--- src/sv/mtfe_pkg.sv ---
// Shared types and constants of the motor target frame encoder.
// Depends on nothing; every other file refers to it by scoped names.
package mtfe_pkg;

    // pi in Q32
    localparam logic [33:0] PI_Q32 = 34'h3243F6A89;

    // Reciprocal of pi for the angle scale: floor(2^79 / PI_Q32), split in two halves
    localparam int ANG_RECIP_W = 46;
    localparam int ANG_LO_W    = 23;
    localparam int ANG_HI_W    = ANG_RECIP_W - ANG_LO_W;
    localparam logic [127:0] ANG_RECIP_WIDE = (128'd1 << 79) / 128'(PI_Q32);
    localparam logic [ANG_RECIP_W-1:0] ANG_RECIP = ANG_RECIP_W'(ANG_RECIP_WIDE);

    // Reciprocal for the speed scale: floor(180 * 2^80 / PI_Q32), split in two halves
    localparam int SPD_RECIP_W = 54;
    localparam int SPD_LO_W    = 27;
    localparam int SPD_HI_W    = SPD_RECIP_W - SPD_LO_W;
    localparam logic [127:0] SPD_RECIP_WIDE = (128'd180 << 80) / 128'(PI_Q32);
    localparam logic [SPD_RECIP_W-1:0] SPD_RECIP = SPD_RECIP_W'(SPD_RECIP_WIDE);

    // Code ranges of the three encodings
    localparam logic [11:0] ANG_CODE_MAX = 12'd4095;
    localparam logic [18:0] SPD_CODE_MAX = 19'd524287;
    localparam logic [10:0] DTY_CODE_MAX = 11'd2047;
    localparam logic [7:0]  FILL_BYTE    = 8'hFF;

    // Configuration register indexes
    localparam logic [0:0] REG_DRIVER_NUMBER = 1'b0;
    localparam logic [0:0] REG_ENCODER_MODE  = 1'b1;

    typedef enum logic [1:0] {
        MODE_ANGLE = 2'd0,
        MODE_SPEED = 2'd1,
        MODE_DUTY  = 2'd2,
        MODE_POV   = 2'd3
    } t_mode;

    typedef enum logic [1:0] {
        ST_SENT       = 2'd0,
        ST_SUPPRESSED = 2'd1,
        ST_RANGE      = 2'd2
    } t_status;

    // Encoded frame before the repeat check
    typedef struct packed {
        logic [7:0] b0;
        logic [7:0] b1;
        logic [7:0] b2;
        logic [1:0] cnt;
        logic       ok;
    } t_frame;

endpackage

--- src/sv/mtfe_scale.sv ---
// Product stage: registers the target together with the partial products of the
// angle and speed reciprocal multiplies. Depends on mtfe_pkg.
module mtfe_scale #(
    parameter int TARGET_FRACTION_BITS = 16
) (
    input  logic                i_clk,
    input  logic                i_rst_n,
    input  logic                i_load,
    input  logic                i_valid,
    input  logic signed [31:0]  i_target,
    input  logic                i_flag,
    output logic                o_valid,
    output logic signed [31:0]  o_target,
    output logic                o_flag,
    output logic signed [TARGET_FRACTION_BITS+mtfe_pkg::ANG_LO_W+3:0] o_ang_lo,
    output logic signed [TARGET_FRACTION_BITS+mtfe_pkg::ANG_HI_W+3:0] o_ang_hi,
    output logic signed [TARGET_FRACTION_BITS+mtfe_pkg::SPD_LO_W-2:0] o_spd_lo,
    output logic signed [TARGET_FRACTION_BITS+mtfe_pkg::SPD_HI_W-2:0] o_spd_hi
);

    localparam int F  = TARGET_FRACTION_BITS;
    // angle targets stay within +-pi, speed targets that matter within +-1/16
    localparam int AW = F + 3;
    localparam int SW = F - 2;

    logic signed [AW-1:0] ang_t;
    logic signed [SW-1:0] spd_t;
    logic signed [AW+mtfe_pkg::ANG_LO_W:0] n_ang_lo;
    logic signed [AW+mtfe_pkg::ANG_HI_W:0] n_ang_hi;
    logic signed [SW+mtfe_pkg::SPD_LO_W:0] n_spd_lo;
    logic signed [SW+mtfe_pkg::SPD_HI_W:0] n_spd_hi;

    logic r_valid;
    logic signed [31:0] r_target;
    logic r_flag;
    logic signed [AW+mtfe_pkg::ANG_LO_W:0] r_ang_lo;
    logic signed [AW+mtfe_pkg::ANG_HI_W:0] r_ang_hi;
    logic signed [SW+mtfe_pkg::SPD_LO_W:0] r_spd_lo;
    logic signed [SW+mtfe_pkg::SPD_HI_W:0] r_spd_hi;

    // Narrow the target to the span each scale can use
    assign ang_t = $signed(i_target[AW-1:0]);
    assign spd_t = $signed(i_target[SW-1:0]);

    // Split multiplies against the reciprocal halves
    assign n_ang_lo = ang_t *
        $signed({1'b0, mtfe_pkg::ANG_RECIP[mtfe_pkg::ANG_LO_W-1:0]});
    assign n_ang_hi = ang_t *
        $signed({1'b0, mtfe_pkg::ANG_RECIP[mtfe_pkg::ANG_RECIP_W-1:mtfe_pkg::ANG_LO_W]});
    assign n_spd_lo = spd_t *
        $signed({1'b0, mtfe_pkg::SPD_RECIP[mtfe_pkg::SPD_LO_W-1:0]});
    assign n_spd_hi = spd_t *
        $signed({1'b0, mtfe_pkg::SPD_RECIP[mtfe_pkg::SPD_RECIP_W-1:mtfe_pkg::SPD_LO_W]});

    // Stage occupancy
    always_ff @(posedge i_clk) begin
        if (!i_rst_n) begin
            r_valid <= 1'b0;
        end else if (i_load) begin
            r_valid <= i_valid;
        end
    end

    // Hold the request and its products
    always_ff @(posedge i_clk) begin
        if (i_load && i_valid) begin
            r_target <= i_target;
            r_flag   <= i_flag;
            r_ang_lo <= n_ang_lo;
            r_ang_hi <= n_ang_hi;
            r_spd_lo <= n_spd_lo;
            r_spd_hi <= n_spd_hi;
        end
    end

    assign o_valid  = r_valid;
    assign o_target = r_target;
    assign o_flag   = r_flag;
    assign o_ang_lo = r_ang_lo;
    assign o_ang_hi = r_ang_hi;
    assign o_spd_lo = r_spd_lo;
    assign o_spd_hi = r_spd_hi;

endmodule

--- src/sv/mtfe_encode.sv ---
// Frame encoder: range checks, scaling, saturation and byte packing of one target.
// Pure combinational logic. Depends on mtfe_pkg.
module mtfe_encode #(
    parameter int TARGET_FRACTION_BITS = 16
) (
    input  logic signed [31:0]     i_target,
    input  logic                   i_flag,
    input  logic signed [TARGET_FRACTION_BITS+mtfe_pkg::ANG_LO_W+3:0] i_ang_lo,
    input  logic signed [TARGET_FRACTION_BITS+mtfe_pkg::ANG_HI_W+3:0] i_ang_hi,
    input  logic signed [TARGET_FRACTION_BITS+mtfe_pkg::SPD_LO_W-2:0] i_spd_lo,
    input  logic signed [TARGET_FRACTION_BITS+mtfe_pkg::SPD_HI_W-2:0] i_spd_hi,
    input  logic [3:0]             i_driver,
    input  mtfe_pkg::t_mode        i_mode,
    output mtfe_pkg::t_frame       o_frame
);

    localparam int F    = TARGET_FRACTION_BITS;
    localparam int S    = 32 - F;
    localparam int AW   = F + 3;
    localparam int SW   = F - 2;
    localparam int MW   = F + 1;
    // sum widths and the shifts that turn the products into codes
    localparam int YA_W = AW + mtfe_pkg::ANG_RECIP_W + 1;
    localparam int WA   = F + 36;
    localparam int QA_W = YA_W - WA;
    localparam int YS_W = SW + mtfe_pkg::SPD_RECIP_W + 1;
    localparam int WS   = F + 30;
    localparam int QS_W = YS_W - WS;

    localparam logic signed [31:0] ONE_S = 32'sd1 <<< F;
    localparam logic signed [31:0] LIM_S = 32'sd1 <<< (F - 4);
    localparam logic [F+1:0]       ONE_U = {2'b01, {F{1'b0}}};
    localparam logic signed [63:0] ANG_T_MAX  = $signed(64'(mtfe_pkg::PI_Q32) >> S);
    localparam logic signed [63:0] ANG_T_EXCL =
        -$signed((64'(mtfe_pkg::PI_Q32) + (64'd1 << S) - 64'd1) >> S);

    logic signed [63:0] t_wide;
    logic               duty_ok;
    logic               ang_ok;
    logic               neg;
    logic [F+1:0]       tp1;
    logic [F+12:0]      ad_sh;
    logic [F+19:0]      sd_sh;
    logic [MW-1:0]      mag;
    logic [F+10:0]      dm_sh;
    logic [10:0]        trm;
    logic [11:0]        dm_v;
    logic signed [YA_W-1:0] y_ang;
    logic signed [QA_W-1:0] q_ang;
    logic signed [QA_W+1:0] va_s;
    logic signed [YS_W-1:0] y_spd;
    logic signed [QS_W-1:0] q_spd;
    logic signed [QS_W:0]   vs_s;
    logic [11:0]        ang_duty_v;
    logic [11:0]        ang_v;
    logic [18:0]        spd_duty_v;
    logic [18:0]        spd_v;
    logic [10:0]        duty_v;

    // Range checks
    assign t_wide  = 64'(i_target);
    assign duty_ok = (i_target >= -ONE_S) && (i_target <= ONE_S);
    assign ang_ok  = (t_wide <= ANG_T_MAX) && (t_wide > ANG_T_EXCL);

    // Duty fraction shifted to 0..2 and scaled to 12 or 19 bits
    assign tp1        = i_target[F+1:0] + ONE_U;
    assign ad_sh      = {tp1, 11'b0};
    assign sd_sh      = {tp1, 18'b0};
    assign ang_duty_v = ad_sh[F+12] ? mtfe_pkg::ANG_CODE_MAX : ad_sh[F+11:F];
    assign spd_duty_v = sd_sh[F+19] ? mtfe_pkg::SPD_CODE_MAX : sd_sh[F+18:F];

    // Duty mode: truncate toward zero on the magnitude, then recenter at 1024
    assign neg    = i_target[31];
    assign mag    = neg ? MW'(-i_target) : i_target[MW-1:0];
    assign dm_sh  = {mag, 10'b0};
    assign trm    = dm_sh[F+10:F];
    assign dm_v   = neg ? (12'd1024 - 12'(trm)) : (12'd1024 + 12'(trm));
    assign duty_v = dm_v[11] ? mtfe_pkg::DTY_CODE_MAX : dm_v[10:0];

    // Angle: floor of the reciprocal product, offset and clamp
    assign y_ang = (YA_W'(i_ang_hi) <<< mtfe_pkg::ANG_LO_W) + YA_W'(i_ang_lo);
    assign q_ang = $signed(y_ang[YA_W-1:WA]);
    assign va_s  = (QA_W+2)'(q_ang) + (QA_W+2)'(2047);

    always_comb begin
        if (va_s < 0) begin
            ang_v = '0;
        end else if (va_s > $signed((QA_W+2)'(mtfe_pkg::ANG_CODE_MAX))) begin
            ang_v = mtfe_pkg::ANG_CODE_MAX;
        end else begin
            ang_v = va_s[11:0];
        end
    end

    // Speed: saturate large targets outright, else floor, offset and clamp
    assign y_spd = (YS_W'(i_spd_hi) <<< mtfe_pkg::SPD_LO_W) + YS_W'(i_spd_lo);
    assign q_spd = $signed(y_spd[YS_W-1:WS]);
    assign vs_s  = (QS_W+1)'(q_spd) + (QS_W+1)'(262144);

    always_comb begin
        if (i_target > LIM_S) begin
            spd_v = mtfe_pkg::SPD_CODE_MAX;
        end else if (i_target < -LIM_S) begin
            spd_v = '0;
        end else if (vs_s < 0) begin
            spd_v = '0;
        end else if (vs_s > $signed((QS_W+1)'(mtfe_pkg::SPD_CODE_MAX))) begin
            spd_v = mtfe_pkg::SPD_CODE_MAX;
        end else begin
            spd_v = vs_s[18:0];
        end
    end

    // Pack bytes by encoder mode
    always_comb begin
        o_frame = '0;
        case (i_mode)
            mtfe_pkg::MODE_ANGLE: begin
                if (i_flag) begin
                    o_frame.ok  = duty_ok;
                    o_frame.b0  = {ang_duty_v[11:8], i_driver};
                    o_frame.b1  = ang_duty_v[7:0];
                    o_frame.b2  = mtfe_pkg::FILL_BYTE;
                    o_frame.cnt = 2'd3;
                end else begin
                    o_frame.ok  = ang_ok;
                    o_frame.b0  = {ang_v[11:8], i_driver};
                    o_frame.b1  = ang_v[7:0];
                    o_frame.cnt = 2'd2;
                end
            end
            mtfe_pkg::MODE_DUTY: begin
                o_frame.ok  = duty_ok;
                o_frame.b0  = {duty_v[10:8], 1'b0, i_driver};
                o_frame.b1  = duty_v[7:0];
                o_frame.cnt = 2'd2;
            end
            // speed and pov share one encoding
            default: begin
                o_frame.cnt = 2'd3;
                if (i_flag) begin
                    o_frame.ok = duty_ok;
                    o_frame.b0 = {spd_duty_v[18:16], 1'b1, i_driver};
                    o_frame.b1 = spd_duty_v[15:8];
                    o_frame.b2 = spd_duty_v[7:0];
                end else begin
                    o_frame.ok = 1'b1;
                    o_frame.b0 = {spd_v[18:16], 1'b0, i_driver};
                    o_frame.b1 = spd_v[15:8];
                    o_frame.b2 = spd_v[7:0];
                end
            end
        endcase
    end

endmodule

--- src/sv/motor_target_frame_encoder.sv ---
// Top level of the motor target frame encoder: handshakes, configuration,
// repeat suppression and result register. Depends on mtfe_pkg, mtfe_scale, mtfe_encode.
//
//   channel   direction  handshake                  payload
//   in        sink       i_in_valid / o_in_stall    i_target_value, i_duty_request
//   out       source     o_out_valid / i_out_stall  o_byte_zero..two, o_byte_count,
//                                                   o_send_status
//   cfg       sink       i_cfg_valid / o_cfg_ready  i_cfg_index, i_cfg_data
//
// One request per cycle while the output is not stalled; each passes through the stages below.
// Three stages: input register, reciprocal partial products, encode and repeat check
// against the last sent target into the result register.
// Synchronous active-low reset clears stage valids, configuration and the last target.
// A stalled result holds; input keeps flowing while any stage has a free slot.
module motor_target_frame_encoder #(
    parameter int TARGET_FRACTION_BITS = 16
) (
    input  logic               i_clk,
    input  logic               i_rst_n,
    input  logic               i_in_valid,
    output logic               o_in_stall,
    input  logic signed [31:0] i_target_value,
    input  logic               i_duty_request,
    output logic               o_out_valid,
    input  logic               i_out_stall,
    output logic [7:0]         o_byte_zero,
    output logic [7:0]         o_byte_one,
    output logic [7:0]         o_byte_two,
    output logic [1:0]         o_byte_count,
    output logic [1:0]         o_send_status,
    input  logic               i_cfg_valid,
    output logic               o_cfg_ready,
    input  logic [0:0]         i_cfg_index,
    input  logic [3:0]         i_cfg_data
);

    localparam int F = TARGET_FRACTION_BITS;

    logic out_load;
    logic mid_load;
    logic in_load;

    logic               r_s0_valid;
    logic signed [31:0] r_s0_target;
    logic               r_s0_flag;

    logic               s1_valid;
    logic signed [31:0] s1_target;
    logic               s1_flag;
    logic signed [F+mtfe_pkg::ANG_LO_W+3:0] s1_ang_lo;
    logic signed [F+mtfe_pkg::ANG_HI_W+3:0] s1_ang_hi;
    logic signed [F+mtfe_pkg::SPD_LO_W-2:0] s1_spd_lo;
    logic signed [F+mtfe_pkg::SPD_HI_W-2:0] s1_spd_hi;

    mtfe_pkg::t_frame   frame;
    logic               suppress;
    logic               commit;

    logic [3:0]         r_driver;
    mtfe_pkg::t_mode    r_mode;

    logic               r_last_valid;
    logic signed [31:0] r_last_target;
    logic               r_last_flag;

    logic               r_out_valid;
    logic [7:0]         r_b0;
    logic [7:0]         r_b1;
    logic [7:0]         r_b2;
    logic [1:0]         r_cnt;
    mtfe_pkg::t_status  r_status;
    logic [7:0]         n_b0;
    logic [7:0]         n_b1;
    logic [7:0]         n_b2;
    logic [1:0]         n_cnt;
    mtfe_pkg::t_status  n_status;

    // Advance each stage when it is empty or its successor moves
    assign out_load   = !r_out_valid || !i_out_stall;
    assign mid_load   = !s1_valid || out_load;
    assign in_load    = !r_s0_valid || mid_load;
    assign o_in_stall = !in_load;

    // Configuration writes land at once
    assign o_cfg_ready = 1'b1;

    always_ff @(posedge i_clk) begin
        if (!i_rst_n) begin
            r_driver <= 4'd0;
            r_mode   <= mtfe_pkg::MODE_ANGLE;
        end else if (i_cfg_valid) begin
            case (i_cfg_index)
                mtfe_pkg::REG_DRIVER_NUMBER: r_driver <= i_cfg_data;
                mtfe_pkg::REG_ENCODER_MODE:  r_mode   <= mtfe_pkg::t_mode'(i_cfg_data[1:0]);
                default: ;
            endcase
        end
    end

    // Input register
    always_ff @(posedge i_clk) begin
        if (!i_rst_n) begin
            r_s0_valid <= 1'b0;
        end else if (in_load) begin
            r_s0_valid <= i_in_valid;
        end
    end

    always_ff @(posedge i_clk) begin
        if (in_load && i_in_valid) begin
            r_s0_target <= i_target_value;
            r_s0_flag   <= i_duty_request;
        end
    end

    mtfe_scale #(
        .TARGET_FRACTION_BITS(TARGET_FRACTION_BITS)
    ) u_scale (
        .i_clk    (i_clk),
        .i_rst_n  (i_rst_n),
        .i_load   (mid_load),
        .i_valid  (r_s0_valid),
        .i_target (r_s0_target),
        .i_flag   (r_s0_flag),
        .o_valid  (s1_valid),
        .o_target (s1_target),
        .o_flag   (s1_flag),
        .o_ang_lo (s1_ang_lo),
        .o_ang_hi (s1_ang_hi),
        .o_spd_lo (s1_spd_lo),
        .o_spd_hi (s1_spd_hi)
    );

    mtfe_encode #(
        .TARGET_FRACTION_BITS(TARGET_FRACTION_BITS)
    ) u_encode (
        .i_target (s1_target),
        .i_flag   (s1_flag),
        .i_ang_lo (s1_ang_lo),
        .i_ang_hi (s1_ang_hi),
        .i_spd_lo (s1_spd_lo),
        .i_spd_hi (s1_spd_hi),
        .i_driver (r_driver),
        .i_mode   (r_mode),
        .o_frame  (frame)
    );

    // Drop a request equal to the last sent one, whatever the mode
    assign suppress = r_last_valid && (s1_flag == r_last_flag) && (s1_target == r_last_target);
    assign commit   = out_load && s1_valid && !suppress && frame.ok;

    always_comb begin
        n_b0     = '0;
        n_b1     = '0;
        n_b2     = '0;
        n_cnt    = '0;
        n_status = mtfe_pkg::ST_SENT;
        if (suppress) begin
            n_status = mtfe_pkg::ST_SUPPRESSED;
        end else if (!frame.ok) begin
            n_status = mtfe_pkg::ST_RANGE;
        end else begin
            n_b0  = frame.b0;
            n_b1  = frame.b1;
            n_b2  = frame.b2;
            n_cnt = frame.cnt;
        end
    end

    // Remember the last sent target and flag
    always_ff @(posedge i_clk) begin
        if (!i_rst_n) begin
            r_last_valid  <= 1'b0;
            r_last_target <= '0;
            r_last_flag   <= 1'b0;
        end else if (commit) begin
            r_last_valid  <= 1'b1;
            r_last_target <= s1_target;
            r_last_flag   <= s1_flag;
        end
    end

    // Result register
    always_ff @(posedge i_clk) begin
        if (!i_rst_n) begin
            r_out_valid <= 1'b0;
        end else if (out_load) begin
            r_out_valid <= s1_valid;
        end
    end

    always_ff @(posedge i_clk) begin
        if (out_load && s1_valid) begin
            r_b0     <= n_b0;
            r_b1     <= n_b1;
            r_b2     <= n_b2;
            r_cnt    <= n_cnt;
            r_status <= n_status;
        end
    end

    assign o_out_valid   = r_out_valid;
    assign o_byte_zero   = r_b0;
    assign o_byte_one    = r_b1;
    assign o_byte_two    = r_b2;
    assign o_byte_count  = r_cnt;
    assign o_send_status = r_status;

    // A blocked input stage keeps its request
    a_s0_hold: assert property (@(posedge i_clk) disable iff (!i_rst_n)
        (r_s0_valid && !mid_load) |=>
            (r_s0_valid && $stable(r_s0_target) && $stable(r_s0_flag)))
        else $error("input stage lost or changed a blocked request");

    // Input stalls only when every stage is full
    a_stall_full: assert property (@(posedge i_clk) disable iff (!i_rst_n)
        o_in_stall |-> (r_s0_valid && s1_valid && r_out_valid))
        else $error("input stalled with a free stage");

    // Only a sent frame carries bytes
    a_count_status: assert property (@(posedge i_clk) disable iff (!i_rst_n)
        o_out_valid |-> ((o_send_status == mtfe_pkg::ST_SENT) == (o_byte_count != 2'd0)))
        else $error("byte count disagrees with send status");

    // A sent frame becomes the new reference for suppression
    a_last_update: assert property (@(posedge i_clk) disable iff (!i_rst_n)
        commit |=> (r_last_valid && (r_last_target == $past(s1_target))))
        else $error("last target not updated after a sent frame");

endmodule

--- config.mk ---
export PLATFORM = sky130hd
export DESIGN_NAME = motor_target_frame_encoder
export DESIGN_NICKNAME = d
export VERILOG_FILES = /design/src/sv/mtfe_pkg.sv /design/src/sv/mtfe_scale.sv /design/src/sv/mtfe_encode.sv /design/src/sv/motor_target_frame_encoder.sv
export SDC_FILE = /design/constraint.sdc
export NUM_CORES = 2
export LEC_CHECK = 0
export ABC_AREA = 1
export BUFFER_PORTS_ARGS = -buffer_cell sky130_fd_sc_hd__buf_2
export CORE_MARGIN = 2
export CORE_UTILIZATION = 45
export CTS_CLUSTER_DIAMETER = 120
export DETAILED_ROUTE_END_ITERATION = 10
export RECOVER_POWER = 100
export SYNTH_ARGS = -nofsm -noshare
export SYNTH_HDL_FRONTEND = slang
export SYNTH_SLANG_ARGS = --single-unit
--- constraint.sdc ---
create_clock -name i_clk -period 12.6 [get_ports i_clk]
set_input_delay 1.89 -clock i_clk [delete_from_list [all_inputs] [get_ports i_clk]]
set_output_delay 1.89 -clock i_clk [all_outputs]
set_load 0.01 [all_outputs]
After elaboration in Yosys (flattened, before gate mapping)
Cells that the tools add are included.
{"block": "totals", "reg_bits": 303, "latch_bits": 0, "ramBits": 0, "romBits": 0, "inputBits": 43, "out_inout_bits": 31, "memories": 0}
{"block": "op_classes", "n_addsub": 8, "mul": 4, "div_mod_pow": 0, "magnitude_cmp": 10, "eq_ne": 3, "shift": 0, "muxes": 20, "bitwise": 2, "n_reduce_logical": 22}
{"op": "19-bit 2-to-1 mux", "count": 5}
{"op": "69-bit by 42-bit adder with 69-bit output", "count": 1}
{"op": "66-bit by 43-bit adder with 66-bit output", "count": 1}
{"op": "12-bit 2-to-1 mux", "count": 4}
{"op": "19-bit by 24-bit multiplier with 43-bit output (second input constant)", "count": 1}
{"op": "19-bit by 23-bit multiplier with 42-bit output (second input constant)", "count": 1}
{"op": "14-bit by 27-bit multiplier with 41-bit output (second input constant)", "count": 1}
{"op": "14-bit by 26-bit multiplier with 40-bit output (second input constant)", "count": 1}
{"op": "32-bit == test", "count": 1}
{"op": "32-bit by 17-bit >= comparator with 1-bit output (second input constant)", "count": 1}
{"op": "32-bit by 14-bit greater-than comparator with 1-bit output (second input constant)", "count": 1}
{"op": "32-bit by 19-bit greater-than comparator with 1-bit output (second input constant)", "count": 1}
{"op": "32-bit by 18-bit <= comparator with 1-bit output (second input constant)", "count": 1}
{"op": "32-bit by 19-bit <= comparator with 1-bit output (second input constant)", "count": 1}
{"op": "32-bit by 13-bit less-than comparator with 1-bit output (second input constant)", "count": 1}
{"op": "16-bit one-hot mux with 2 select lines", "count": 1}
{"op": "23-bit by 20-bit adder with 24-bit output (second input constant)", "count": 1}
{"op": "24-bit by 20-bit greater-than comparator with 1-bit output (second input constant)", "count": 1}
{"op": "24-bit by 1-bit less-than comparator with 1-bit output (second input constant)", "count": 1}
{"op": "24-bit 2-to-1 mux", "count": 1}
{"op": "18-bit by 17-bit adder with 18-bit output (second input constant)", "count": 1}
{"op": "17-bit 2-to-1 mux", "count": 1}
{"op": "17-bit negation", "count": 1}
{"op": "16-bit 2-to-1 mux", "count": 1}
{"op": "20 further kinds", "count": 38}

Logic depth before layout (Yosys ltp)
{"block": "logic_depth", "ltp_word": 9, "ltp_mapped": 31, "ltp_nobuf": 30}

Cells and area by module
A second synthesis with hierarchy kept.
{"block": "hier_totals", "cells_unflattened": 6198, "hier_area_um2": 47838.4}
{"module": "mtfe_scale", "n_inst": 1, "cells_each": 3971, "area_each_um2": 34884.7}
{"module": "mtfe_encode", "n_inst": 1, "cells_each": 1629, "area_each_um2": 8130.3}
{"module": "motor_target_frame_encoder", "n_inst": 1, "cells_each": 598, "area_each_um2": 4823.4}

Least setup slack after synthesis
Ideal clock, no wire load.
{"block": "synth_path", "path_type": "flip-flop to flip-flop", "start": "register r_s0_target[11]", "end": "register u_scale.r_ang_lo (netlist bit u_scale.o_ang_lo[39]), data pin", "setup_ns": 0.262, "arrival_ns": 6.603, "required_ns": 12.338, "path_slack_ns": 5.734, "stages_incl_launch_ff": 24, "n_path_buf": 0, "synth_period_minus_slack_ns": 6.866, "cell_sequence": "edfxtp_1 inv_1 ha_1 inv_1 fa_1 inv_1 fa_1 fa_1 fa_1 fa_1 ha_1 ha_1 nand4_1 nor2_1 nand3_1 nand3_1 a31oi_1 o21ai_0 nand2_1 nand2_1 a21boi_0 o21ai_0 a21oi_1 xor2_1"}
{"block": "synth_via", "elab_chain_len": 1}
{"item": "start, declared", "line_no": "motor_target_frame_encoder.sv:44", "text": "logic signed [31:0] r_s0_target;"}
{"item": "start signal, assigned", "line_no": "motor_target_frame_encoder.sv:111", "text": "r_s0_target <= i_target_value;"}
{"item": "19-bit by 23-bit multiplier with 42-bit output", "line_no": "mtfe_scale.sv:46", "text": "assign n_ang_lo = ang_t *"}
{"item": "named net u_scale.n_ang_lo (one bit)", "line_no": "mtfe_scale.sv:28", "text": "logic signed [AW+mtfe_pkg::ANG_LO_W:0] n_ang_lo;"}
{"item": "end signal, assigned", "line_no": "mtfe_scale.sv:69", "text": "r_ang_lo <= n_ang_lo;"}
{"item": "end, declared", "line_no": "mtfe_scale.sv:36", "text": "logic signed [AW+mtfe_pkg::ANG_LO_W:0] r_ang_lo;"}
The timed path passes the listed nets, and every way through them passes these cells.
A chain may end at the register's enable or synchronous reset.

Final worst setup path
{"block": "layout_path", "start": "register r_s0_target[13]", "end": "register u_scale.r_spd_lo (netlist bit u_scale.o_spd_lo[39]), data pin"}
{"block": "layout_via", "elab_chain_len": 1}
{"item": "14-bit by 26-bit multiplier with 40-bit output", "line_no": "mtfe_scale.sv:50", "text": "assign n_spd_lo = spd_t *"}
{"item": "named net u_scale.n_spd_lo (one bit)", "line_no": "mtfe_scale.sv:30", "text": "logic signed [SW+mtfe_pkg::SPD_LO_W:0] n_spd_lo;"}
{"item": "end signal, assigned", "line_no": "mtfe_scale.sv:71", "text": "r_spd_lo <= n_spd_lo;"}
{"item": "end, declared", "line_no": "mtfe_scale.sv:38", "text": "logic signed [SW+mtfe_pkg::SPD_LO_W:0] r_spd_lo;"}
The timed path passes the listed nets, and every way through them passes these cells.

==> out/qor.yml <==
antenna_found_initial: 14
status: "finished with violations"
synth_edf_count: 205
cts_sinks: 248
seq_area_frac_synth_pct: 17.1
area.growth.synth_to_final_pct: 6.45
clkTransAtPathRegs_ps: 60
slowest_delay_ps: 1520
detail_route.iter0.violations: 2298
routed_via_density: 5.21
fin_crit_ps: 9090
violations: "max-capacitance violations, max-slew violations"
synthArstFlopShare_pct: 0
ios: 74
drc_errors: 0
reg2reg_slack_ps: 3510
worst-endpoint-required_ps: 12930
fin_crit_sh_pct: 72.1
worstPathMaxFanout: 19
clock_skew_ps: 30.7
setup_viol: 0
drv_slew: 410
cp_slowest_cell: "clkbuf_1"
final_net_count: 6107
grtUsageTotal_pct: 26.0
gp_congestion: 0.950
rows: 110
ys_ff_latch: 248
htree_levels: 1
wl_mm: 120
grt_start_max_net_pins: 78
start_kind: "flop"
hpwl_mm: 103
clk_latency_ps: 590
fin_setup_tns_ps: 0
post_cts_buffers: 0
die_h_um: 306
synth.distinct_cells: 63
hold_viol_final: 0
cts-root-buf: "clkbuf_16"
yosysWarnings: 0
syn_inst: 4730
cts_tree: "built"
rsz0062_at_grt: "false"
post_drt_wl_per_cell_um: 19.8
ys.flop_type: "edfxtp_1"
die_area_um2: 93500
cts_buffers: 30
cts_resized: 0
syn_avg_cell_area_um2: 8.66
grt_first_pass_wirelength_mm: 186
first_pass_iters: 6
num_vias: 31400
drive_gt1_share_pct: 3.52
critPathKind: "flop to flop"
syn_area_um2: 41000
critPathArrivalTime_ps: 9410
grt_pass1_vias: 31800
maxCapViolCount: 12
ant_nets: 0
core_um2: 90100
hold_path.class: "flop to flop"
die_w_um: 306
syn_nets: 6008
fmax_mhz: 110
cp_cell_sequence: "clkbuf_1, inv_1, fa_1, inv_1, ha_1, or2_2, ha_1, fa_1, fa_1, fa_1, ha_1, nand4_1, nor3_1, nand3_1, nand3_1, a21oi_1, o21ai_0, a21boi_0, o21bai_1, a21oi_1, o21ai_0, nand3_1, nand3_1, nand2_1"
tightest_slew_ps: 3700
grt_overflow: 0
initial_core_util_pct: 45.4
clockBufferDepth: 3
end_kind: "flop"
port_buffers: 72
hold_buffers: 0
max-slew-margin-rel_pct: -146
==> metrics by stage <==
stage	cell area, um2	utilization [%]	worst slack (ps)	hold slack (ps)	cells
final	43600	48.4	3510	421	6032
after global routing	43600	48.4	3140	435	6029
after CTS	43800	48.6	4910	421	6029
after detailed placement	42800	47.4	4960	406	5973
after global placement	42800	47.4	5090	404	5973
after floorplan	41000	-	5730	400	4730
==> layer usage <==
layer / up-vias / routed length, um / share of wire (%) / track usage, %
li1: 15300 / - / - / -
met4: 6 / 3070 / 2.6 / 6.30
met2: 917 / 53700 / 45 / 41.8
met5: - / 43 / 0.036 / 0
met1: 15000 / 55200 / 46 / 36.9
met3: 171 / 7690 / 6.4 / 3.77
==> flip-flops by register name, indices dropped and copies added (netlist names), 16 cells and up <==
signal	count
u_scale.o_target	26
u_scale.o_spd_hi	37
r_s0_target	32
r_last_target	32
u_scale.o_ang_hi	43
u_scale.o_spd_lo	16
u_scale.o_ang_lo	21
==> cell usage in the layout, fill, tap and decap left out, types with 4 or more instances in the layout <==
| cell | netlist | final |
|---|---|---|
| nand3_2 | 8 | 7 |
| buf_2 | 6 | 24 |
| a31oi_1 | 13 | 13 |
| nand2_2 | 23 | 22 |
| o211ai_1 | 6 | 6 |
| ha_1 | 745 | 745 |
| a21oi_1 | 302 | 302 |
| nor2_1 | 283 | 286 |
| nand3_1 | 132 | 133 |
| inv_1 | 1049 | 1050 |
| xnor2_1 | 41 | 41 |
| clkbuf_16 | 0 | 31 |
| a21o_1 | 17 | 17 |
| a21boi_0 | 6 | 10 |
| nor4_1 | 16 | 16 |
| o31ai_1 | 4 | 4 |
| inv_2 | 8 | 6 |
| a211oi_1 | 5 | 5 |
| edfxtp_1 | 205 | 205 |
| buf_4 | 5 | 5 |
| o21bai_1 | 24 | 24 |
| nand3b_1 | 10 | 10 |
| or2_2 | 10 | 10 |
| clkinv_2 | 0 | 7 |
| o21ai_1 | 25 | 18 |
| o221ai_1 | 4 | 4 |
| clkbuf_1 | 8 | 69 |
| xor2_1 | 98 | 99 |
| fa_1 | 490 | 490 |
| nand2_1 | 847 | 850 |
| nor2_2 | 23 | 20 |
| nor2_4 | 5 | 6 |
| o21a_1 | 7 | 7 |
| bufinv_16 | 0 | 4 |
| nor3_1 | 29 | 30 |
| o21ai_0 | 133 | 143 |
| nand4_1 | 43 | 43 |
| dfxtp_1 | 43 | 43 |
==> path summary, 6_finish.rpt <==
path,start,end,depth (start not counted)
worst max-delay path,r_s0_target[13],u_scale.o_spd_lo[39],24
worst min-delay path,r_s0_flag,u_scale.o_flag,0
worst max register to register,r_s0_target[13],u_scale.o_spd_lo[39],24
worst min register to register,r_s0_flag,u_scale.o_flag,0
==> synth_stat cells, drive strengths merged, types with 3 or more instances <==
cell / n / share of area (%)
o21a: 7 / 0.13
or2: 10 / 0.15
o21bai: 25 / 0.47
edfxtp: 205 / 15
nor4: 18 / 0.31
dfxtp: 43 / 2.1
o21ai: 163 / 2.1
nor2: 313 / 3.2
o2111ai: 3 / 0.064
inv: 1057 / 9.7
nand3b: 10 / 0.18
nor3: 32 / 0.44
a21oi: 304 / 3.7
xor2: 99 / 2.2
clkbuf: 12 / 0.21
buf: 15 / 0.28
a21boi: 10 / 0.18
fa: 490 / 24
o211ai: 6 / 0.11
a21o: 17 / 0.31
xnor2: 41 / 0.88
o31ai: 4 / 0.073
ha: 745 / 23
a221oi: 3 / 0.064
nand3: 142 / 1.9
a31oi: 13 / 0.20
nand2: 875 / 8.3
nand4: 45 / 0.72
nor3b: 3 / 0.055
a211oi: 5 / 0.092
o221ai: 4 / 0.086
==> worst max-delay path: cells and delay by family, from the launching register on <==
| family | cells | cell delay [ps] |
|---|---|---|
| compound gates | 6 | 1680 |
| buf+inv | 3 | 2520 |
| simple gates | 8 | 1180 |
| fa+ha+maj | 7 | 3060 |
| flops | 1 | 330 |
==> final cells by class <==
cell class / count / area (um2)
Antenna cell: 3 / 7.51
Clock buffer: 36 / 805
Clock inverter: 20 / 234
Fill cell: 8905 / 46500
Inverter: 1057 / 3970
Multi-Input combinational cell: 3398 / 29700
Sequential cell: 248 / 7020
Tap cell: 1176 / 1470
Timing Repair Buffer: 94 / 402
==> kinds of logic (layout without fill, tap and decap cells) <==
group                    after synthesis  count (layout)  synth area share (%)
AND/OR/NAND/NOR                     1453            1453                  15.3
buffers and inverters               1084            1207                  10.2
flip-flops                           248             248                  17.1
adder cells (fa/ha/maj)             1235            1235                  46.7
XOR/XNOR                             140             140                  3.04
other                                  1               4               0.00915
AO/OA/AOI/OAI                        569             569                  7.68
Power is left out: the tool's default activity adds up to more than one toggle a clock period on the data nets, which glitch-free logic cannot reach.
